$ cat config.mk
export PLATFORM = sky130hd
export DESIGN_NAME = riff_wave_stream_parser
export DESIGN_NICKNAME = d
export VERILOG_FILES = /design/src/design/rwsp_pkg.sv /design/src/design/rwsp_front.sv /design/src/design/rwsp_queue.sv /design/src/design/rwsp_back.sv /design/src/design/riff_wave_stream_parser.sv
export SDC_FILE = /design/constraint.sdc
export NUM_CORES = 1
export LEC_CHECK = 0
export ABC_AREA = 0
export BUFFER_PORTS_ARGS = -buffer_cell sky130_fd_sc_hd__buf_2
export CAP_MARGIN = 20
export CORE_AREA = 5 5 288 290
export CTS_BUF_LIST = sky130_fd_sc_hd__clkbuf_4
export DETAILED_ROUTE_END_ITERATION = 16
export DIE_AREA = 0 0 293 295
export GPL_ROUTABILITY_DRIVEN = 0
export PLACE_DENSITY = 0.53
export SETUP_SLACK_MARGIN = 0.02
export SLEW_MARGIN = 25
export SYNTH_ARGS = -nofsm -noshare
export SYNTH_HDL_FRONTEND = slang
export SYNTH_HIERARCHICAL = 1
export SYNTH_SLANG_ARGS = --single-unit
$ cat constraint.sdc
create_clock -name clk -period 12.9 [get_ports clk]
set_input_delay 2.58 -clock clk [delete_from_list [all_inputs] [get_ports clk]]
set_output_delay 2.58 -clock clk [all_outputs]
set_load 0.01 [all_outputs]
$ cat src/design/rwsp_pkg.sv
// Shared types and constants for the RIFF/WAVE stream parser.
package rwsp_pkg;

	// Chunk and file tags, first byte of the file in the top byte.
	localparam logic [31:0] TAG_RIFF = 32'h5249_4646;
	localparam logic [31:0] TAG_WAVE = 32'h5741_5645;
	localparam logic [31:0] TAG_FMT  = 32'h666D_7420;
	localparam logic [31:0] TAG_DATA = 32'h6461_7461;

	// Format tags and sample widths that the parser plays out.
	localparam logic [15:0] FMT_PCM    = 16'd1;
	localparam logic [15:0] FMT_FLOAT  = 16'd3;
	localparam logic [15:0] BITS_PCM   = 16'd16;
	localparam logic [15:0] BITS_FLOAT = 16'd32;

	// Smallest fmt chunk body that holds every captured field.
	localparam logic [31:0] FMT_MIN_SIZE = 32'd16;

	// Beat kinds carried in the low tuser bit.
	localparam logic KIND_SAMPLE  = 1'b0;
	localparam logic KIND_SUMMARY = 1'b1;

	// Output tdata width: 84 bits of fields rounded up to whole bytes.
	localparam int TDATA_W = 88;
	localparam int TUSER_W = 2;

	// Default number of entries between the parser and the output stage.
	localparam int QUEUE_DEPTH = 4;

	typedef enum logic [2:0] {
		PH_HDR,
		PH_CHDR,
		PH_FMT,
		PH_SKIP,
		PH_DATA,
		PH_PAD,
		PH_HALT
	} phase_t;

	typedef enum logic [3:0] {
		ST_OK          = 4'd0,
		ST_NOT_WAVE    = 4'd1,
		ST_TRUNCATED   = 4'd2,
		ST_FMT_SMALL   = 4'd3,
		ST_NO_FMT      = 4'd4,
		ST_NO_DATA     = 4'd5,
		ST_ZERO_CHAN   = 4'd6,
		ST_UNSUPPORTED = 4'd7,
		ST_DATA_FIRST  = 4'd8
	} status_t;

	// One queue entry: everything a single input byte produces.
	typedef struct packed {
		logic        has_sample;
		logic        has_summary;
		logic [31:0] sample_word;
		logic        is_float;
		logic [15:0] channel_count;
		logic [31:0] rate_hz;
		status_t     status;
	} entry_t;

endpackage

$ cat src/design/rwsp_front.sv
// Byte parser: walks the RIFF header and chunks and classifies each byte into a queue entry.
module rwsp_front (
	input  logic               clk,
	input  logic               arst_n,
	input  logic               in_valid,
	output logic               in_ready,
	input  logic [7:0]         file_byte,
	input  logic               end_of_file,
	output logic               q_valid,
	output rwsp_pkg::entry_t   q_data,
	input  logic               q_ready
);

	rwsp_pkg::phase_t  phase_q, phase_d;
	logic [3:0]        idx_q, idx_d;
	logic [31:0]       tag_q, tag_d;
	logic [31:0]       left_q, left_d;
	logic              odd_q, odd_d;
	logic [15:0]       fmtc_q, fmtc_d;
	logic [15:0]       chan_q, chan_d;
	logic [31:0]       rate_q, rate_d;
	logic [15:0]       bits_q, bits_d;
	logic [1:0]        seen_q, seen_d;
	logic [31:0]       shift_q, shift_d;
	logic [1:0]        scount_q, scount_d;
	rwsp_pkg::status_t err_q, err_d;

	logic              accept;
	logic              emit_sample;
	logic [31:0]       shift_put;
	logic              float_cur, pcm16_cur;
	logic              float_nxt, pcm16_nxt;
	rwsp_pkg::status_t end_status;

	function automatic logic [31:0] put_byte32(logic [31:0] word, logic [1:0] pos,
			logic [7:0] b);
		logic [31:0] w;
		w = word;
		case (pos)
			2'd0: w[7:0]   = b;
			2'd1: w[15:8]  = b;
			2'd2: w[23:16] = b;
			default: w[31:24] = b;
		endcase
		return w;
	endfunction

	function automatic logic [15:0] put_byte16(logic [15:0] word, logic pos, logic [7:0] b);
		logic [15:0] w;
		w = word;
		if (pos) begin
			w[15:8] = b;
		end else begin
			w[7:0] = b;
		end
		return w;
	endfunction

	assign in_ready  = q_ready;
	assign accept    = in_valid && in_ready;
	assign float_cur = (fmtc_q == rwsp_pkg::FMT_FLOAT) && (bits_q == rwsp_pkg::BITS_FLOAT);
	assign pcm16_cur = (fmtc_q == rwsp_pkg::FMT_PCM) && (bits_q == rwsp_pkg::BITS_PCM);
	assign float_nxt = (fmtc_d == rwsp_pkg::FMT_FLOAT) && (bits_d == rwsp_pkg::BITS_FLOAT);
	assign pcm16_nxt = (fmtc_d == rwsp_pkg::FMT_PCM) && (bits_d == rwsp_pkg::BITS_PCM);
	assign shift_put = put_byte32(shift_q, scount_q, file_byte);

	// Next state of the parser for the byte on the input.
	always_comb begin
		phase_d     = phase_q;
		idx_d       = idx_q;
		tag_d       = tag_q;
		left_d      = left_q;
		odd_d       = odd_q;
		fmtc_d      = fmtc_q;
		chan_d      = chan_q;
		rate_d      = rate_q;
		bits_d      = bits_q;
		seen_d      = seen_q;
		shift_d     = shift_q;
		scount_d    = scount_q;
		err_d       = err_q;
		emit_sample = 1'b0;
		unique case (phase_q)
			rwsp_pkg::PH_HDR: begin
				tag_d = {tag_q[23:0], file_byte};
				if (idx_q == 4'd3 && tag_d != rwsp_pkg::TAG_RIFF) begin
					err_d   = rwsp_pkg::ST_NOT_WAVE;
					phase_d = rwsp_pkg::PH_HALT;
				end else if (idx_q >= 4'd11) begin
					if (tag_d != rwsp_pkg::TAG_WAVE) begin
						err_d   = rwsp_pkg::ST_NOT_WAVE;
						phase_d = rwsp_pkg::PH_HALT;
					end else begin
						phase_d = rwsp_pkg::PH_CHDR;
						idx_d   = 4'd0;
					end
				end else begin
					idx_d = idx_q + 4'd1;
				end
			end
			rwsp_pkg::PH_CHDR: begin
				if (idx_q < 4'd4) begin
					tag_d = {tag_q[23:0], file_byte};
					if (idx_q == 4'd0) begin
						left_d = '0;
					end
				end else begin
					left_d = put_byte32(left_q, idx_q[1:0], file_byte);
				end
				if (idx_q >= 4'd7) begin
					// Header complete: decide what the chunk body is.
					odd_d = left_d[0];
					idx_d = 4'd0;
					if (tag_d == rwsp_pkg::TAG_FMT) begin
						if (left_d < rwsp_pkg::FMT_MIN_SIZE) begin
							err_d   = rwsp_pkg::ST_FMT_SMALL;
							phase_d = rwsp_pkg::PH_HALT;
						end else begin
							seen_d[0] = 1'b1;
							phase_d   = rwsp_pkg::PH_FMT;
						end
					end else if (tag_d == rwsp_pkg::TAG_DATA) begin
						if (!seen_q[0]) begin
							err_d   = rwsp_pkg::ST_DATA_FIRST;
							phase_d = rwsp_pkg::PH_HALT;
						end else if (chan_q == 16'd0) begin
							err_d   = rwsp_pkg::ST_ZERO_CHAN;
							phase_d = rwsp_pkg::PH_HALT;
						end else if (!float_cur && !pcm16_cur) begin
							err_d   = rwsp_pkg::ST_UNSUPPORTED;
							phase_d = rwsp_pkg::PH_HALT;
						end else begin
							seen_d[1] = 1'b1;
							shift_d   = '0;
							scount_d  = 2'd0;
							phase_d   = (left_d == 32'd0) ? rwsp_pkg::PH_CHDR
								: rwsp_pkg::PH_DATA;
						end
					end else begin
						phase_d = (left_d == 32'd0) ? rwsp_pkg::PH_CHDR
							: rwsp_pkg::PH_SKIP;
					end
				end else begin
					idx_d = idx_q + 4'd1;
				end
			end
			rwsp_pkg::PH_FMT: begin
				unique case (idx_q) inside
					[4'd0:4'd1]:   fmtc_d = put_byte16(fmtc_q, idx_q[0], file_byte);
					[4'd2:4'd3]:   chan_d = put_byte16(chan_q, idx_q[0], file_byte);
					[4'd4:4'd7]:   rate_d = put_byte32(rate_q, idx_q[1:0], file_byte);
					[4'd14:4'd15]: bits_d = put_byte16(bits_q, idx_q[0], file_byte);
					default: ;
				endcase
				left_d = left_q - 32'd1;
				if (left_q == 32'd1) begin
					phase_d = odd_q ? rwsp_pkg::PH_PAD : rwsp_pkg::PH_CHDR;
					idx_d   = 4'd0;
				end else if (idx_q == 4'd15) begin
					phase_d = rwsp_pkg::PH_SKIP;
				end else begin
					idx_d = idx_q + 4'd1;
				end
			end
			rwsp_pkg::PH_SKIP: begin
				left_d = left_q - 32'd1;
				if (left_q == 32'd1) begin
					phase_d = odd_q ? rwsp_pkg::PH_PAD : rwsp_pkg::PH_CHDR;
					idx_d   = 4'd0;
				end
			end
			rwsp_pkg::PH_DATA: begin
				emit_sample = float_cur ? (scount_q == 2'd3) : (scount_q != 2'd0);
				if (emit_sample) begin
					shift_d  = '0;
					scount_d = 2'd0;
				end else begin
					shift_d  = shift_put;
					scount_d = scount_q + 2'd1;
				end
				left_d = left_q - 32'd1;
				if (left_q == 32'd1) begin
					phase_d = odd_q ? rwsp_pkg::PH_PAD : rwsp_pkg::PH_CHDR;
					idx_d   = 4'd0;
				end
			end
			rwsp_pkg::PH_PAD: begin
				phase_d = rwsp_pkg::PH_CHDR;
				idx_d   = 4'd0;
			end
			default: ;
		endcase
	end

	// Status of the file as it stands after this byte.
	always_comb begin
		if (err_d != rwsp_pkg::ST_OK) begin
			end_status = err_d;
		end else if (phase_d == rwsp_pkg::PH_HDR) begin
			end_status = rwsp_pkg::ST_NOT_WAVE;
		end else if (phase_d == rwsp_pkg::PH_FMT || phase_d == rwsp_pkg::PH_SKIP
				|| phase_d == rwsp_pkg::PH_DATA) begin
			end_status = rwsp_pkg::ST_TRUNCATED;
		end else if (!seen_d[0]) begin
			end_status = rwsp_pkg::ST_NO_FMT;
		end else if (!seen_d[1]) begin
			end_status = rwsp_pkg::ST_NO_DATA;
		end else if (chan_d == 16'd0) begin
			end_status = rwsp_pkg::ST_ZERO_CHAN;
		end else if (!float_nxt && !pcm16_nxt) begin
			end_status = rwsp_pkg::ST_UNSUPPORTED;
		end else begin
			end_status = rwsp_pkg::ST_OK;
		end
	end

	// Queue entry for the byte on the input.
	always_comb begin
		q_data.has_sample    = emit_sample;
		q_data.has_summary   = end_of_file;
		q_data.sample_word   = shift_put;
		q_data.is_float      = float_nxt;
		q_data.channel_count = chan_d;
		q_data.rate_hz       = rate_d;
		q_data.status        = end_status;
		q_valid              = in_valid && (emit_sample || end_of_file);
	end

	always_ff @(posedge clk or negedge arst_n) begin
		if (!arst_n) begin
			phase_q  <= rwsp_pkg::PH_HDR;
			idx_q    <= '0;
			tag_q    <= '0;
			left_q   <= '0;
			odd_q    <= 1'b0;
			fmtc_q   <= '0;
			chan_q   <= '0;
			rate_q   <= '0;
			bits_q   <= '0;
			seen_q   <= '0;
			shift_q  <= '0;
			scount_q <= '0;
			err_q    <= rwsp_pkg::ST_OK;
		end else if (accept) begin
			if (end_of_file) begin
				phase_q  <= rwsp_pkg::PH_HDR;
				idx_q    <= '0;
				tag_q    <= '0;
				left_q   <= '0;
				odd_q    <= 1'b0;
				fmtc_q   <= '0;
				chan_q   <= '0;
				rate_q   <= '0;
				bits_q   <= '0;
				seen_q   <= '0;
				shift_q  <= '0;
				scount_q <= '0;
				err_q    <= rwsp_pkg::ST_OK;
			end else begin
				phase_q  <= phase_d;
				idx_q    <= idx_d;
				tag_q    <= tag_d;
				left_q   <= left_d;
				odd_q    <= odd_d;
				fmtc_q   <= fmtc_d;
				chan_q   <= chan_d;
				rate_q   <= rate_d;
				bits_q   <= bits_d;
				seen_q   <= seen_d;
				shift_q  <= shift_d;
				scount_q <= scount_d;
				err_q    <= err_d;
			end
		end
	end

endmodule

$ cat src/design/rwsp_queue.sv
// Small first-in first-out queue of parser entries between the front and back parts.
module rwsp_queue #(
	parameter int DEPTH = rwsp_pkg::QUEUE_DEPTH
) (
	input  logic             clk,
	input  logic             arst_n,
	input  logic             in_valid,
	output logic             in_ready,
	input  rwsp_pkg::entry_t in_data,
	output logic             out_valid,
	input  logic             out_ready,
	output rwsp_pkg::entry_t out_data
);

	localparam int AW = (DEPTH > 1) ? $clog2(DEPTH) : 1;
	localparam int CW = $clog2(DEPTH + 1);

	rwsp_pkg::entry_t mem_q [DEPTH];
	logic [AW-1:0]    wr_ptr_q, rd_ptr_q;
	logic [CW-1:0]    count_q;
	logic             push, pop;

	assign in_ready  = (count_q != CW'(DEPTH));
	assign out_valid = (count_q != '0);
	assign push      = in_valid && in_ready;
	assign pop       = out_valid && out_ready;
	assign out_data  = mem_q[rd_ptr_q];

	always_ff @(posedge clk) begin
		if (push) begin
			mem_q[wr_ptr_q] <= in_data;
		end
	end

	always_ff @(posedge clk or negedge arst_n) begin
		if (!arst_n) begin
			wr_ptr_q <= '0;
			rd_ptr_q <= '0;
			count_q  <= '0;
		end else begin
			if (push) begin
				wr_ptr_q <= (wr_ptr_q == AW'(DEPTH - 1)) ? '0 : wr_ptr_q + AW'(1);
			end
			if (pop) begin
				rd_ptr_q <= (rd_ptr_q == AW'(DEPTH - 1)) ? '0 : rd_ptr_q + AW'(1);
			end
			if (push && !pop) begin
				count_q <= count_q + CW'(1);
			end else if (pop && !push) begin
				count_q <= count_q - CW'(1);
			end
		end
	end

endmodule

$ cat src/design/rwsp_back.sv
// Output stage: holds one entry and plays it out as one or two stream beats.
module rwsp_back (
	input  logic                             clk,
	input  logic                             arst_n,
	input  logic                             in_valid,
	output logic                             in_ready,
	input  rwsp_pkg::entry_t                 in_data,
	output logic                             m_tvalid,
	input  logic                             m_tready,
	output logic [rwsp_pkg::TDATA_W-1:0]     m_tdata,
	output logic [rwsp_pkg::TUSER_W-1:0]     m_tuser,
	output logic                             m_tlast
);

	rwsp_pkg::entry_t ent_q;
	logic             pend_sample_q, pend_summary_q;
	logic             fire, last_beat, load, summary_beat;

	assign m_tvalid     = pend_sample_q || pend_summary_q;
	assign fire         = m_tvalid && m_tready;
	assign last_beat    = fire && !(pend_sample_q && pend_summary_q);
	assign load         = in_valid && (!m_tvalid || last_beat);
	assign in_ready     = load;
	assign summary_beat = !pend_sample_q;

	// A sample beat goes out before the summary of the same byte.
	always_comb begin
		if (summary_beat) begin
			m_tdata = {4'd0, ent_q.status, ent_q.rate_hz, ent_q.channel_count, 32'd0};
			m_tuser = {ent_q.is_float, rwsp_pkg::KIND_SUMMARY};
		end else begin
			m_tdata = {4'd0, rwsp_pkg::ST_OK, ent_q.rate_hz, ent_q.channel_count,
				ent_q.sample_word};
			m_tuser = {ent_q.is_float, rwsp_pkg::KIND_SAMPLE};
		end
		m_tlast = summary_beat;
	end

	always_ff @(posedge clk) begin
		if (load) begin
			ent_q <= in_data;
		end
	end

	always_ff @(posedge clk or negedge arst_n) begin
		if (!arst_n) begin
			pend_sample_q  <= 1'b0;
			pend_summary_q <= 1'b0;
		end else if (load) begin
			pend_sample_q  <= in_data.has_sample;
			pend_summary_q <= in_data.has_summary;
		end else if (fire) begin
			if (pend_sample_q) begin
				pend_sample_q <= 1'b0;
			end else begin
				pend_summary_q <= 1'b0;
			end
		end
	end

endmodule

$ cat src/design/riff_wave_stream_parser.sv
// Top level of the RIFF/WAVE stream parser: byte parser, entry queue and output stage.
//
// The parser takes a WAV file one byte per beat on the s_ stream, tlast marking the
// final byte, and accepts one byte every clock: the byte parser works out each byte
// combinationally; s_tready drops only while the entry queue (QUEUE_DEPTH entries)
// is full because the m_ side is stalled. It checks the RIFF and WAVE tags, walks
// the little-endian chunks, captures the format tag, channel count, sample rate and
// bits per sample from the fmt chunk, and in each data chunk sends every complete
// 16-bit PCM sample (raw Q1.15 in the low half of the word) or 32-bit float sample
// (raw IEEE bits) as soon as its last byte arrives. The final byte of a file always
// yields one summary beat with the status and m_tlast high, after any sample that
// same byte completes; the next byte starts a new file. The m_ side sends one beat
// per clock while m_tready is high, so a byte that both completes a sample and ends
// the file yields two output beats, which the queue absorbs. A result passes through
// the entry queue and then the output stage register before its m_tvalid rises.
// Errors are sticky: after the first one the rest of the file is ignored and the
// summary carries that error's code.
module riff_wave_stream_parser #(
	parameter int QUEUE_DEPTH = rwsp_pkg::QUEUE_DEPTH
) (
	input  logic                          clk,
	input  logic                          arst_n,
	// Byte input. tdata: [7:0] file_byte. tlast: end_of_file.
	input  logic                          s_tvalid,
	output logic                          s_tready,
	input  logic [7:0]                    s_tdata,
	input  logic                          s_tlast,
	// Result output. tdata: [31:0] sample_word, [47:32] channel_count,
	// [79:48] rate_hz, [83:80] status, [87:84] zero.
	output logic                          m_tvalid,
	input  logic                          m_tready,
	output logic [rwsp_pkg::TDATA_W-1:0]  m_tdata,
	// tuser: [0] item_kind, [1] is_float.
	output logic [rwsp_pkg::TUSER_W-1:0]  m_tuser,
	// tlast: last, high on the summary beat of each file.
	output logic                          m_tlast
);

	// Entries travel from the parser into the queue as soon as a byte is taken.
	logic             fq_valid, fq_ready;
	rwsp_pkg::entry_t fq_data;

	// And from the queue into the output stage when it frees up.
	logic             qb_valid, qb_ready;
	rwsp_pkg::entry_t qb_data;

	rwsp_front u_front (
		.clk         (clk),
		.arst_n      (arst_n),
		.in_valid    (s_tvalid),
		.in_ready    (s_tready),
		.file_byte   (s_tdata),
		.end_of_file (s_tlast),
		.q_valid     (fq_valid),
		.q_data      (fq_data),
		.q_ready     (fq_ready)
	);

	rwsp_queue #(
		.DEPTH (QUEUE_DEPTH)
	) u_queue (
		.clk       (clk),
		.arst_n    (arst_n),
		.in_valid  (fq_valid),
		.in_ready  (fq_ready),
		.in_data   (fq_data),
		.out_valid (qb_valid),
		.out_ready (qb_ready),
		.out_data  (qb_data)
	);

	rwsp_back u_back (
		.clk      (clk),
		.arst_n   (arst_n),
		.in_valid (qb_valid),
		.in_ready (qb_ready),
		.in_data  (qb_data),
		.m_tvalid (m_tvalid),
		.m_tready (m_tready),
		.m_tdata  (m_tdata),
		.m_tuser  (m_tuser),
		.m_tlast  (m_tlast)
	);

endmodule

==> summary by stage <==
Status
The flow ran to the end, and the final reports show no timing, DRC or antenna violations.

Yosys
The fraction of synthesized area in multiplexers is 11.3%. In the synthesized netlist the async set-or-reset flop fraction comes to 31.7%. The synthesized netlist devotes 0.0945% of its cell area to XOR and XNOR gates. The number of cells produced by synthesis is 1,922. After Yosys synthesis, and, or, nand and nor cells account for 8.48% of the synthesized area. Yosys mapped the design onto 89 distinct sky130hd cell types. Summing the areas of all fa, ha and maj instances in the mapped netlist gives 0.967% of the synthesized area. The main combinational cell family by area after synthesis is multiplexers.

The number of flops mapped to enable cells by yosys is 433. In the synthesized netlist, the cells that appear most often are sky130_fd_sc_hd__edfxtp_1 (433), sky130_fd_sc_hd__dfrtp_1 (201), sky130_fd_sc_hd__o21ai_0 (141), sky130_fd_sc_hd__nand2_1 (98), sky130_fd_sc_hd__clkbuf_1 (95). The leading cell type by number of instances after synthesis is sky130_fd_sc_hd__edfxtp_1. The sequential cell area fraction in the yosys report is 64.9%. The prevailing post-synth register cell is sky130_fd_sc_hd__edfxtp_1. Averaged over all synthesized cells, the footprint is 14.5 um^2.

In the post-synthesis netlist, the biggest area contributors are sky130_fd_sc_hd__edfxtp_1 (47%), sky130_fd_sc_hd__dfrtp_1 (18%), sky130_fd_sc_hd__mux4_2 (7.0%). The synthesized netlist occupies a cell area of 0.0278 mm^2. The complex-gate fraction of the synthesized area is 10.2%. The synthesized design contains 634 register bits. The portion of synthesized cell area occupied by the leading cell type is 46.8%. The synthesized design spends more area on one cell type than any other, namely sky130_fd_sc_hd__edfxtp_1.

The number of synthesis warnings is 6.

Global routing
Entering global routing, the biggest net connects 75 pins. The layer flagged by global routing as most heavily used is met2. The number of antenna violations at the first check in global routing was 3. The via count of the first global-routing pass came to 17,900. For this run, global-route usage on met1 was measured as 21.0%. For this run, the total global-route usage over all layers was measured as 15.7%. The first global-routing pass estimated 106,000 um of wire. Global routing consumed, on the met3 layer, 3.60% of the routing resources. In the global route stage, met2 resource usage came out at 25.3%. The global route total overflow is 0.

Route
Dividing the detail-routed via count by the number of cells gives 5.39. The routed design has 68,400 um of wire. After detailed routing, the number of remaining DRC violations is 0.

The first routing iteration left 1,223 violations. Detailed routing inserted a total of 17,500 vias. The detail route stage leaves a number of antenna-violating nets equal to 0. Dividing the detail-routed wire length by the instance count gives 21.1 um. The first detailed-routing pass ran for 7 iterations.

Run
The number of max-cap violations is 0.

CTS
The total of cells resized after clock tree synthesis is 0. The clock buffer count from CTS is 164. The root cell of the clock tree is sky130_fd_sc_hd__clkbuf_4. The post-CTS setup buffer count is 0.

The count of hold-fix buffers inserted at cts is 0. At the later pin of the worst-skew pair, clock insertion delay measures 1010 ps. The total number of clock tree sinks is 634. The clock passes through at most 3 buffers.

TritonCTS built the clock tree. The clock slew at the register clock pins of the worst setup and hold paths is 60 ps. CTS built an H-tree with a depth of 4.

Power and ir drop
Per report_power, the combinational group accounts for 26.5% of the total. Cell internal power was estimated by the tool at 0.00422 W. The portion of total power attributed to the clock network is 28.7%.

The power density over the cells is 200 mW/mm^2. IR analysis of the VDD net gives a maximum drop of 87.0 uV. The switching component of the power is 0.00204 W. The switching part of the total is 32.6%. Sequential cells account for 44.9% of the total power. The analysis attributes to cell leakage a power of 11.7 nW.

STA
The post-route clock skew is 87.6 ps. The count of endpoints failing setup in the final report is 0. Measured against its own limit, the worst slew margin works out to 37.4%.

The slew at the pin with the worst max-slew slack is 939 ps. The final critical path takes up 42.3% of the cycle. In the final timing run, aggregate negative setup slack is 0 ps.

The number of failing hold endpoints at the final stage is 0. The final max-slew violation count was 0. Subtracting the final worst setup slack from the clock period gives 5460 ps. Setup repair after global routing left no endpoint under its margin. Derived from the worst setup path, the maximum achievable clock frequency is 183 MHz.

Layout
Relative to the synthesized area, the layout overhead comes to 12.4%. Once layout is complete, the cells apart from fillers number 3,243. The post-route netlist has 28.0% of its cells at a drive strength greater than 1. Fill cells in the final layout number 7,546. The final net count is 2,075. The final core area utilization is 39.1%.

Setup path
For the worst setup path, the data required time is 13,620 ps. Along the worst path, the maximum fanout reaches 22. For the worst setup path, the data arrival time is 6180 ps.

STA classifies the critical path endpoint as a flop. The critical path is of the in2reg type. The category of the worst setup path launch point is an input pin.

Place
The port buffer count is 101. Including well taps, the total number of placed cells is 2,936. The post-DP HPWL is 40,600 um.

Floorplan
The number of ports placed on the die boundary is 106. In this run the core area contains 104 standard-cell rows. For this configuration, the core starts out at a cell density of 34.7%. The die covers 0.0864 mm^2.

The floorplan core area is 0.0800 mm^2. The chip height is 295 um. The die extent in x is 293 um.

Worst hold path
The worst hold path belongs to the class reg2reg.
per-layer routing:
| layer | vias up | part of all wire [%] | wire length [um] |
|---|---|---|---|
| met5 | - | 0 | 0 |
| li1 | 7815 | - | - |
| met4 | 0 | 2.3 | 1580 |
| met3 | 117 | 6.1 | 4150 |
| met1 | 8959 | 43 | 29700 |
| met2 | 580 | 48 | 33000 |
registers in the layout, indices dropped and copies added (netlist names):
| signal | count |
|---|---|
| u_queue/mem_q | 348 |
| u_back/ent_q | 85 |
| u_front/left_q | 32 |
| u_front/rate_q | 32 |
| u_front/shift_q | 32 |
| u_front/tag_q | 32 |
| u_front/bits_q | 16 |
| u_front/chan_q | 16 |
| u_front/fmtc_q | 16 |
| u_front/err_q | 4 |
| u_front/idx_q | 4 |
| u_front/phase_q | 3 |
| u_queue/count_q | 3 |
| u_front/scount_q | 2 |
| u_front/seen_q | 2 |
| u_queue/rd_ptr_q | 2 |
| u_queue/wr_ptr_q | 2 |
| u_back/pend_sample_q | 1 |
| u_back/pend_summary_q | 1 |
| u_front/odd_q | 1 |
stage by stage:
step / instance area (um^2) / power (W) / setup slack (ps) / hold WS, ps
after CTS: 31200 / 0.00638 / 7660 / 491
after global routing: 31300 / 0.00663 / 7150 / 506
after floorplan: 27800 / 0.00407 / 4360 / 449
final: 31300 / 0.00626 / 7440 / 486
after global placement: 29000 / 0.00452 / 6670 / 469
after detailed placement: 29000 / 0.00454 / 6590 / 477
power by group through the flow:
stage               registers [W]  clock network [W]  logic (W)
CTS                       0.00282            0.00187    0.00169
detailed placement        0.00286                  0    0.00168
global placement          0.00285                  0    0.00166
floorplan                 0.00275                  0    0.00131
finish                    0.00281            0.00179    0.00166
global route              0.00286            0.00198    0.00180
area by class of cell:
class | count | area (um^2) | share of cell area [%]
Sequential cell | 634 | 18000 | 57.7
Multi-Input combinational cell | 1070 | 8730 | 27.9
Clock buffer | 246 | 1850 | 5.91
Tap cell | 1060 | 1330 | 4.24
Timing Repair Buffer | 136 | 785 | 2.51
Clock inverter | 58 | 379 | 1.21
Inverter | 36 | 135 | 0.432
Antenna cell | 3 | 7.51 | 0.0240
layout by cell type, fill, tap and decap left out, drive strengths merged, types with 44 or more instances in the layout:
master / netlist / final
edfxtp: 433 / 433
clkbuf: 95 / 247
dfrtp: 201 / 201
o21ai: 151 / 151
buf: 90 / 135
nand2: 98 / 98
a22o: 90 / 90
mux4: 87 / 87
mux2: 76 / 76
nor2: 73 / 73
a21oi: 53 / 53
nor3: 48 / 48
clkinv: 3 / 48
and2: 44 / 44
logic make-up after synthesis:
group / after synthesis
compound gates: 416
buf+inv: 221
simple gates: 431
flops: 634
mux: 195
xor+xnor: 3
other cells: 1
fa+ha+maj: 21
worst paths after layout:
path	from	to	slack [ps]	cells after the start
setup / recovery	s_tdata[7]	u_queue/mem_q[3][1]$_DFFE_PP_	7440	12
hold / removal	u_front/shift_q[15]$_DFFE_PN0P_	u_front/shift_q[15]$_DFFE_PN0P_	490	1
setup reg to reg	u_front/fmtc_q[6]$_DFFE_PN0P_	u_queue/mem_q[3][10]$_DFFE_PP_	7780	10
hold reg to reg	u_front/shift_q[15]$_DFFE_PN0P_	u_front/shift_q[15]$_DFFE_PN0P_	490	1
max in group asynchronous	arst_n	u_front/rate_q[21]$_DFFE_PN0P_	10130	2
min in group asynchronous	arst_n	u_front/left_q[2]$_DFFE_PN0P_	1600	1
worst max-delay path, stage by stage:
cell	delay, ps
sky130_fd_sc_hd__buf_2	100
sky130_fd_sc_hd__buf_4	260
sky130_fd_sc_hd__nor4b_1	560
sky130_fd_sc_hd__nand4_1	210
sky130_fd_sc_hd__a2111oi_0	810
sky130_fd_sc_hd__nor4_1	180
sky130_fd_sc_hd__a311oi_1	370
sky130_fd_sc_hd__o211ai_1	150
sky130_fd_sc_hd__o21ai_1	230
sky130_fd_sc_hd__mux2i_1	160
sky130_fd_sc_hd__and2_1	170
sky130_fd_sc_hd__o31ai_1	380
(Power assumes the default switching activity.)
